$ cat src/rtl/ssh_pkg.sv
package ssh_pkg;

  localparam int unsigned NUM_WORDS  = 5;
  localparam int unsigned NUM_ROUNDS = 80;

  localparam logic [31:0] INIT_CHAIN [NUM_WORDS] = '{
    32'h67452301, 32'hEFCDAB89, 32'h98BADCFE, 32'h10325476, 32'hC3D2E1F0
  };

  localparam logic [31:0] K_CH     = 32'h5A827999;
  localparam logic [31:0] K_PAR_LO = 32'h6ED9EBA1;
  localparam logic [31:0] K_MAJ    = 32'h8F1BBCDC;
  localparam logic [31:0] K_PAR_HI = 32'hCA62C1D6;

  localparam logic [7:0] PAD_MARK  = 8'h80;
  localparam logic [2:0] LAST_WORD = 3'd4;
  localparam logic [6:0] LAST_ROUND = 7'(NUM_ROUNDS - 1);

  typedef enum logic [1:0] {
    PH_CH     = 2'd0,
    PH_PAR_LO = 2'd1,
    PH_MAJ    = 2'd2,
    PH_PAR_HI = 2'd3
  } phase_t;

  typedef enum logic [1:0] {
    SRC_INPUT  = 2'd0,
    SRC_MARK   = 2'd1,
    SRC_ZERO   = 2'd2,
    SRC_LENGTH = 2'd3
  } byte_src_t;

  typedef struct packed {
    logic      shift;
    byte_src_t src;
    logic      count_bits;
    logic      load_work;
    logic      do_round;
    phase_t    phase;
    logic      fold;
    logic      init_msg;
    logic [2:0] word_sel;
  } cmd_t;

  typedef struct packed {
    logic [5:0] fill;
  } status_t;

endpackage

$ cat src/rtl/ssh_datapath.sv
module ssh_datapath
  import ssh_pkg::*;
(
  input  logic        clk,
  input  logic        rst,
  input  cmd_t        cmd,
  input  logic [7:0]  byte_in,
  output status_t     status,
  output logic [31:0] digest_word
);

  logic [511:0] blk;
  logic [31:0]  h [NUM_WORDS];
  logic [31:0]  wa, wb, wc, wd, we;
  logic [5:0]   fill;
  logic [63:0]  msg_bits;

  logic [63:0]  len_shift;
  logic [7:0]   byte_sel;
  logic [31:0]  f_val;
  logic [31:0]  k_val;
  logic [31:0]  sched_x;
  logic [31:0]  w_new;
  logic [31:0]  tmp;

  assign len_shift = msg_bits >> {~fill[2:0], 3'b000};
  assign sched_x   = blk[95:64] ^ blk[255:224] ^ blk[447:416] ^ blk[511:480];
  assign w_new     = {sched_x[30:0], sched_x[31]};

  always_comb begin
    unique case (cmd.src)
      SRC_INPUT:  byte_sel = byte_in;
      SRC_MARK:   byte_sel = PAD_MARK;
      SRC_ZERO:   byte_sel = 8'h00;
      SRC_LENGTH: byte_sel = len_shift[7:0];
      default:    byte_sel = 8'h00;
    endcase
  end

  always_comb begin
    unique case (cmd.phase)
      PH_CH: begin
        f_val = (wb & wc) | (~wb & wd);
        k_val = K_CH;
      end
      PH_PAR_LO: begin
        f_val = wb ^ wc ^ wd;
        k_val = K_PAR_LO;
      end
      PH_MAJ: begin
        f_val = (wb & wc) | (wb & wd) | (wc & wd);
        k_val = K_MAJ;
      end
      PH_PAR_HI: begin
        f_val = wb ^ wc ^ wd;
        k_val = K_PAR_HI;
      end
      default: begin
        f_val = wb ^ wc ^ wd;
        k_val = K_PAR_HI;
      end
    endcase
  end

  assign tmp = {wa[26:0], wa[31:27]} + f_val + we + k_val + blk[511:480];

  always_ff @(posedge clk) begin
    if (cmd.shift) begin
      blk <= {blk[503:0], byte_sel};
    end else if (cmd.do_round) begin
      blk <= {blk[479:0], w_new};
    end
    if (cmd.load_work) begin
      wa <= h[0];
      wb <= h[1];
      wc <= h[2];
      wd <= h[3];
      we <= h[4];
    end else if (cmd.do_round) begin
      wa <= tmp;
      wb <= wa;
      wc <= {wb[1:0], wb[31:2]};
      wd <= wc;
      we <= wd;
    end
  end

  always_ff @(posedge clk) begin
    if (rst || cmd.init_msg) begin
      for (int i = 0; i < NUM_WORDS; i++) begin
        h[i] <= INIT_CHAIN[i];
      end
      fill     <= '0;
      msg_bits <= '0;
    end else begin
      if (cmd.fold) begin
        h[0] <= h[0] + wa;
        h[1] <= h[1] + wb;
        h[2] <= h[2] + wc;
        h[3] <= h[3] + wd;
        h[4] <= h[4] + we;
      end
      if (cmd.shift) begin
        fill <= fill + 6'd1;
      end
      if (cmd.count_bits) begin
        msg_bits <= msg_bits + 64'd8;
      end
    end
  end

  assign status.fill = fill;
  assign digest_word = h[cmd.word_sel];

endmodule

$ cat src/rtl/ssh_ctrl.sv
module ssh_ctrl
  import ssh_pkg::*;
(
  input  logic    clk,
  input  logic    rst,
  input  logic    in_valid,
  input  logic    has_byte,
  input  logic    end_msg,
  input  logic    out_ready,
  input  status_t status,
  output logic    in_ready,
  output logic    out_valid,
  output cmd_t    cmd
);

  typedef enum logic [4:0] {
    ST_IDLE  = 5'b00001,
    ST_ROUND = 5'b00010,
    ST_FOLD  = 5'b00100,
    ST_PAD   = 5'b01000,
    ST_EMIT  = 5'b10000
  } state_t;

  state_t     state, state_next;
  logic [6:0] rnd, rnd_next;
  logic [2:0] word, word_next;
  logic       ending, ending_next;
  logic       marked, marked_next;
  logic       len_ok, len_ok_next;
  logic       final_blk, final_blk_next;

  logic fill_full;
  logic fill_tail;

  assign fill_full = (status.fill == 6'd63);
  assign fill_tail = (status.fill[5:3] == 3'b111);

  always_comb begin
    state_next     = state;
    rnd_next       = rnd;
    word_next      = word;
    ending_next    = ending;
    marked_next    = marked;
    len_ok_next    = len_ok;
    final_blk_next = final_blk;
    in_ready       = 1'b0;
    out_valid      = 1'b0;
    cmd            = '0;
    cmd.word_sel   = word;

    if (rnd < 7'd20) begin
      cmd.phase = PH_CH;
    end else if (rnd < 7'd40) begin
      cmd.phase = PH_PAR_LO;
    end else if (rnd < 7'd60) begin
      cmd.phase = PH_MAJ;
    end else begin
      cmd.phase = PH_PAR_HI;
    end

    unique case (state)
      ST_IDLE: begin
        in_ready = 1'b1;
        if (in_valid) begin
          if (has_byte) begin
            cmd.shift      = 1'b1;
            cmd.src        = SRC_INPUT;
            cmd.count_bits = 1'b1;
          end
          if (has_byte && fill_full) begin
            cmd.load_work = 1'b1;
            rnd_next      = '0;
            ending_next   = end_msg;
            state_next    = ST_ROUND;
          end else if (end_msg) begin
            ending_next = 1'b1;
            state_next  = ST_PAD;
          end
        end
      end
      ST_ROUND: begin
        cmd.do_round = 1'b1;
        if (rnd == LAST_ROUND) begin
          state_next = ST_FOLD;
        end else begin
          rnd_next = rnd + 7'd1;
        end
      end
      ST_FOLD: begin
        cmd.fold = 1'b1;
        if (final_blk) begin
          word_next  = '0;
          state_next = ST_EMIT;
        end else if (ending) begin
          len_ok_next = marked;
          state_next  = ST_PAD;
        end else begin
          state_next = ST_IDLE;
        end
      end
      ST_PAD: begin
        cmd.shift = 1'b1;
        if (!marked) begin
          cmd.src     = SRC_MARK;
          marked_next = 1'b1;
          len_ok_next = !fill_tail;
        end else if (!fill_tail || !len_ok) begin
          cmd.src = SRC_ZERO;
        end else begin
          cmd.src = SRC_LENGTH;
        end
        if (fill_full) begin
          cmd.load_work  = 1'b1;
          rnd_next       = '0;
          final_blk_next = marked && len_ok;
          state_next     = ST_ROUND;
        end
      end
      ST_EMIT: begin
        out_valid = 1'b1;
        if (out_ready) begin
          if (word == LAST_WORD) begin
            cmd.init_msg   = 1'b1;
            ending_next    = 1'b0;
            marked_next    = 1'b0;
            len_ok_next    = 1'b0;
            final_blk_next = 1'b0;
            word_next      = '0;
            state_next     = ST_IDLE;
          end else begin
            word_next = word + 3'd1;
          end
        end
      end
      default: begin
        state_next = ST_IDLE;
      end
    endcase
  end

  always_ff @(posedge clk) begin
    if (rst) begin
      state     <= ST_IDLE;
      rnd       <= '0;
      word      <= '0;
      ending    <= 1'b0;
      marked    <= 1'b0;
      len_ok    <= 1'b0;
      final_blk <= 1'b0;
    end else begin
      state     <= state_next;
      rnd       <= rnd_next;
      word      <= word_next;
      ending    <= ending_next;
      marked    <= marked_next;
      len_ok    <= len_ok_next;
      final_blk <= final_blk_next;
    end
  end

endmodule

$ cat src/rtl/sha1_stream_hasher.sv
// SHA-1 hasher that takes a message at most one byte per input transfer and
// returns the 160-bit digest as five output transfers, H0 first, with tlast on
// the fifth. The transfer that completes a 64-byte block is followed by a phase
// in which the single round unit runs the 80 rounds and folds the result into
// the chaining words, and no input is taken then. The transfer that ends a
// message is followed by padding that shifts one byte per cycle into the block
// register (paused while a full block is compressed), one or two compressions,
// and the five digest transfers, after which the block is ready for the next
// message. Input is taken only while no digest is pending.
module sha1_stream_hasher
  import ssh_pkg::*;
(
  input  logic        clk,
  input  logic        rst,
  input  logic        s_tvalid,
  output logic        s_tready,
  input  logic [7:0]  s_tdata,   // [7:0] byte_value
  input  logic [0:0]  s_tuser,   // [0] has_byte
  input  logic        s_tlast,
  output logic        m_tvalid,
  input  logic        m_tready,
  output logic [31:0] m_tdata,   // [31:0] digest_word
  output logic [2:0]  m_tuser,   // [2:0] word_index
  output logic        m_tlast
);

  cmd_t    cmd;
  status_t status;

  ssh_ctrl u_ctrl (
    .clk       (clk),
    .rst       (rst),
    .in_valid  (s_tvalid),
    .has_byte  (s_tuser[0]),
    .end_msg   (s_tlast),
    .out_ready (m_tready),
    .status    (status),
    .in_ready  (s_tready),
    .out_valid (m_tvalid),
    .cmd       (cmd)
  );

  ssh_datapath u_datapath (
    .clk         (clk),
    .rst         (rst),
    .cmd         (cmd),
    .byte_in     (s_tdata),
    .status      (status),
    .digest_word (m_tdata)
  );

  assign m_tuser = cmd.word_sel;
  assign m_tlast = (cmd.word_sel == LAST_WORD);

endmodule

$ cat config.mk
export PLATFORM = sky130hd
export DESIGN_NAME = sha1_stream_hasher
export DESIGN_NICKNAME = d
export VERILOG_FILES = /design/src/rtl/ssh_pkg.sv /design/src/rtl/ssh_datapath.sv /design/src/rtl/ssh_ctrl.sv /design/src/rtl/sha1_stream_hasher.sv
export SDC_FILE = /design/constraint.sdc
export NUM_CORES = 2
export LEC_CHECK = 0
export ABC_CLOCK_PERIOD_IN_PS = 18040
export CAP_MARGIN = 15
export CORE_MARGIN = 2
export CORE_UTILIZATION = 60
export CTS_BUF_LIST = sky130_fd_sc_hd__clkbuf_4
export DETAILED_ROUTE_END_ITERATION = 8
export DONT_BUFFER_PORTS = 1
export GPL_TIMING_DRIVEN = 0
export HOLD_SLACK_MARGIN = 0.02
export PLACE_DENSITY = 0.82
export SLEW_MARGIN = 40
export SYNTH_ARGS = -nofsm -noshare
export SYNTH_HDL_FRONTEND = slang
export SYNTH_SLANG_ARGS = --single-unit
$ cat constraint.sdc
create_clock -name clk -period 18.04 [get_ports clk]
set_clock_uncertainty 0.2 [all_clocks]
set_input_delay 3.608 -clock clk [delete_from_list [all_inputs] [get_ports clk]]
set_output_delay 3.608 -clock clk [all_outputs]
set_load 0.1 [all_outputs]
==> impl_metrics.json <==
{
  "netlist.area_leader.share": 0.4702,
  "ys.warnings.count": 0,
  "tightest_slew_ns": 0.9103,
  "place_ws_ns": 8.857,
  "portBuffers": 0,
  "drcViolationCount": 0,
  "areaGrowthSynthToFinish_pct": 9.352,
  "switching_share": 0.3747,
  "hpwl_um": 120000,
  "core_mm2": 0.08810,
  "synth.distinct_cells": 88,
  "synth_nets": 5797,
  "final_common_cell": "nand2_1",
  "slowest_delay_ns": 0.56,
  "cts.clk_slew.worst_paths_ns": 0.07,
  "critical_path_peak_fanout": 12,
  "synth_area_leaders": "edfxtp_1 (47%), nand2_1 (14%), ha_1 (5.4%)",
  "ir_worst_vdd_uv": 102.2,
  "drtIter0Drc": 4697,
  "synth_top_area_cell": "edfxtp_1",
  "cts_tree": "yes",
  "nets": 6057,
  "cp_slowest_cell": "clkinv_1",
  "synth_cells": 5427,
  "postCtsSetupBuffers": 0,
  "die_w_um": 301.6,
  "numCtsBuffers": 236,
  "synth_area_mm2": 0.05314,
  "powerDensity_mw_per_mm2": 134.5,
  "grt_pass1_wl_um": 236100,
  "via_per_inst": 5.933,
  "clockBufferDepth": 3,
  "max-slew-margin-rel": 0.3931,
  "clkSinkCount": 921,
  "setup_viol": 0,
  "maxCapViolCount": 0,
  "die-area_mm2": 0.09096,
  "core.rowCount": 109,
  "ys_ff_latch": 921,
  "p_switching_mw": 2.928,
  "p_comb_frac": 0.324,
  "avgSynthCellArea_um2": 9.792,
  "cts-root-buf": "clkbuf_4",
  "synth_edf_count": 832,
  "gp_congestion": 0.9825,
  "cts-hold-fix-buffers": 0,
  "setup.worst_path.class": "reg2reg",
  "grtUsageTotal": 0.3463,
  "crit_required_ns": 18.78,
  "cts-resized-gates": 0,
  "grt_overflow": 0,
  "clock_latency_ns": 1.21,
  "wl_per_cell_um": 22.16,
  "max_freq_mhz": 107.4,
  "maxSlewViolCount": 0,
  "initial_core_util": 0.6032,
  "grt_pass1_vias": 41058,
  "seq_power_share": 0.442,
  "cp_num_buf_inv": 8,
  "hp-class": "reg2reg",
  "num_vias": 41785,
  "status": "complete, no violations",
  "end_kind": "flop",
  "die_y_um": 301.6,
  "first_pass_iters": 6,
  "mostFrequentLayoutCells": "nand2_1 (1954), edfxtp_1 (832), clkbuf_4 (346)",
  "finalHoldViolations": 0,
  "p_leak_nw": 23.81,
  "postRouteAntennaNets": 0,
  "synthArstFlopShare": 0,
  "post-route-period-util": 0.5161,
  "antenna_found_initial": 3,
  "routed_wl_um": 156100,
  "power_frac_clock": 0.233,
  "cellInternalPower_mw": 4.886,
  "ys.flop_type": "edfxtp_1",
  "hold_ws_ns": 0.2808,
  "cp_top_family": "compound AO/OA/AOI/OAI gates",
  "ctsHtreeMaxLevel": 4,
  "cp.arrival_ns": 10.05,
  "start_kind": "flop",
  "fill_cells": 6874,
  "grt_max_degree": 47,
  "fin_crit_ns": 9.311,
  "yosysSeqAreaShare": 0.5037,
  "final_layout_size_suffix_gt1_frac": 0.08925,
  "fin_ws_ns": 8.729,
  "io_pins": 52,
  "rsz0062_at_grt": "no"
}
metal layers:
| layer | up-vias | global-route usage | part of all wire |
|---|---|---|---|
| met5 | - | 0 | 0 |
| met1 | 19941 | 0.4480 | 0.37 |
| met4 | 0 | 0.2107 | 0.063 |
| met3 | 418 | 0.07146 | 0.10 |
| li1 | 19174 | - | - |
| met2 | 2252 | 0.5398 | 0.46 |
registers in the layout (all words and copies together), names as in the netlist, named ones only:
signal               count
u_datapath.wc           32
u_ctrl.ending            1
u_ctrl.final_blk         1
u_ctrl.len_ok            1
u_datapath.status        6
u_ctrl.marked            1
u_datapath.h           160
u_datapath.blk         512
u_datapath.wd           32
u_ctrl.rnd               7
u_ctrl.word              3
u_datapath.wb           32
u_datapath.msg_bits     61
u_datapath.we           32
u_ctrl.state             5
u_datapath.wa           32
cells in the mapped netlist (all sizes together) (38+ instances only):
cell and n:
a21o 63, nand3 46, dfxtp 89, and3 48, edfxtp 832, nand2 1959, o21a 38, fa 125
ha 231, nand2b 43, clkbuf 202, xnor2 192, o21ai 178, nor3 45, xor2 119, nor2 282
mux4 45, a21oi 199, inv 253
kinds of logic (layout without fill, tap and decap cells):
group / after synthesis / after routing / synth area share
multiplexers: 90 / 90 / 0.02830
flip-flops: 921 / 921 / 0.5037
AND/OR/NAND/NOR: 2571 / 2571 / 0.1974
other: 0 / 7 / 0
XOR/XNOR: 311 / 311 / 0.05126
adder cells (fa/ha/maj): 356 / 356 / 0.1015
AO/OA/AOI/OAI: 700 / 700 / 0.08359
buffers and inverters: 478 / 922 / 0.03426
cell type report:
type / count / area (um2) / area share
flip-flops and latches: 921 / 26770 / 0.4606
multi-input cells: 4028 / 24580 / 0.4231
clock buffers: 346 / 2597 / 0.04470
well taps: 1165 / 1458 / 0.02508
inverters: 255 / 962.2 / 0.01656
plain buffers: 223 / 878.3 / 0.01512
repair buffers: 22 / 447.9 / 0.007708
clock inverters: 76 / 399.1 / 0.006869
diodes: 7 / 17.52 / 0.0003014
metrics by stage:
stage | instances | power [mW] | setup TNS [ns] | area [um2] | util
2_1_floorplan | 5427 | 5.394 | 0 | 53140 | -
3_3_place_gp | 6592 | 6.192 | -2464.56 | 54600 | 0.6197
3_5_place_dp | 6614 | 5.973 | 0 | 55090 | 0.6253
4_1_cts | 7036 | 7.793 | 0 | 58090 | 0.6593
5_1_grt | 7043 | 8.242 | 0 | 58110 | 0.6596
6_report | 7043 | 7.814 | 0 | 58110 | 0.6596
path summary, 6_finish.rpt:
path / start / to / slack [ns] / cells after the start
min: u_ctrl.rnd[1] / u_ctrl.rnd[1] / 0.28 / 2
max reg2reg: u_ctrl.rnd[5] / u_datapath.wa[31] / 8.73 / 28
max: u_ctrl.rnd[5] / u_datapath.wa[31] / 8.73 / 28
min reg2reg: u_ctrl.rnd[1] / u_ctrl.rnd[1] / 0.28 / 2
tightest hold or removal path, cell delays in order, from the launching register on:
cell and delay, ns:
dfxtp_1 0.33, nand2_1 0.06, a21oi_1 0.05
power groups by stage:
stage | logic [mW] | clock network, mW | registers, mW
3_5_place_dp | 2.50 | 0 | 3.48
3_3_place_gp | 2.35 | 0 | 3.85
4_1_cts | 2.52 | 1.84 | 3.44
2_1_floorplan | 1.82 | 0 | 3.58
5_1_grt | 2.82 | 1.94 | 3.48
6_report | 2.53 | 1.82 | 3.46
Note: power is estimated with default switching activity, not from simulation.
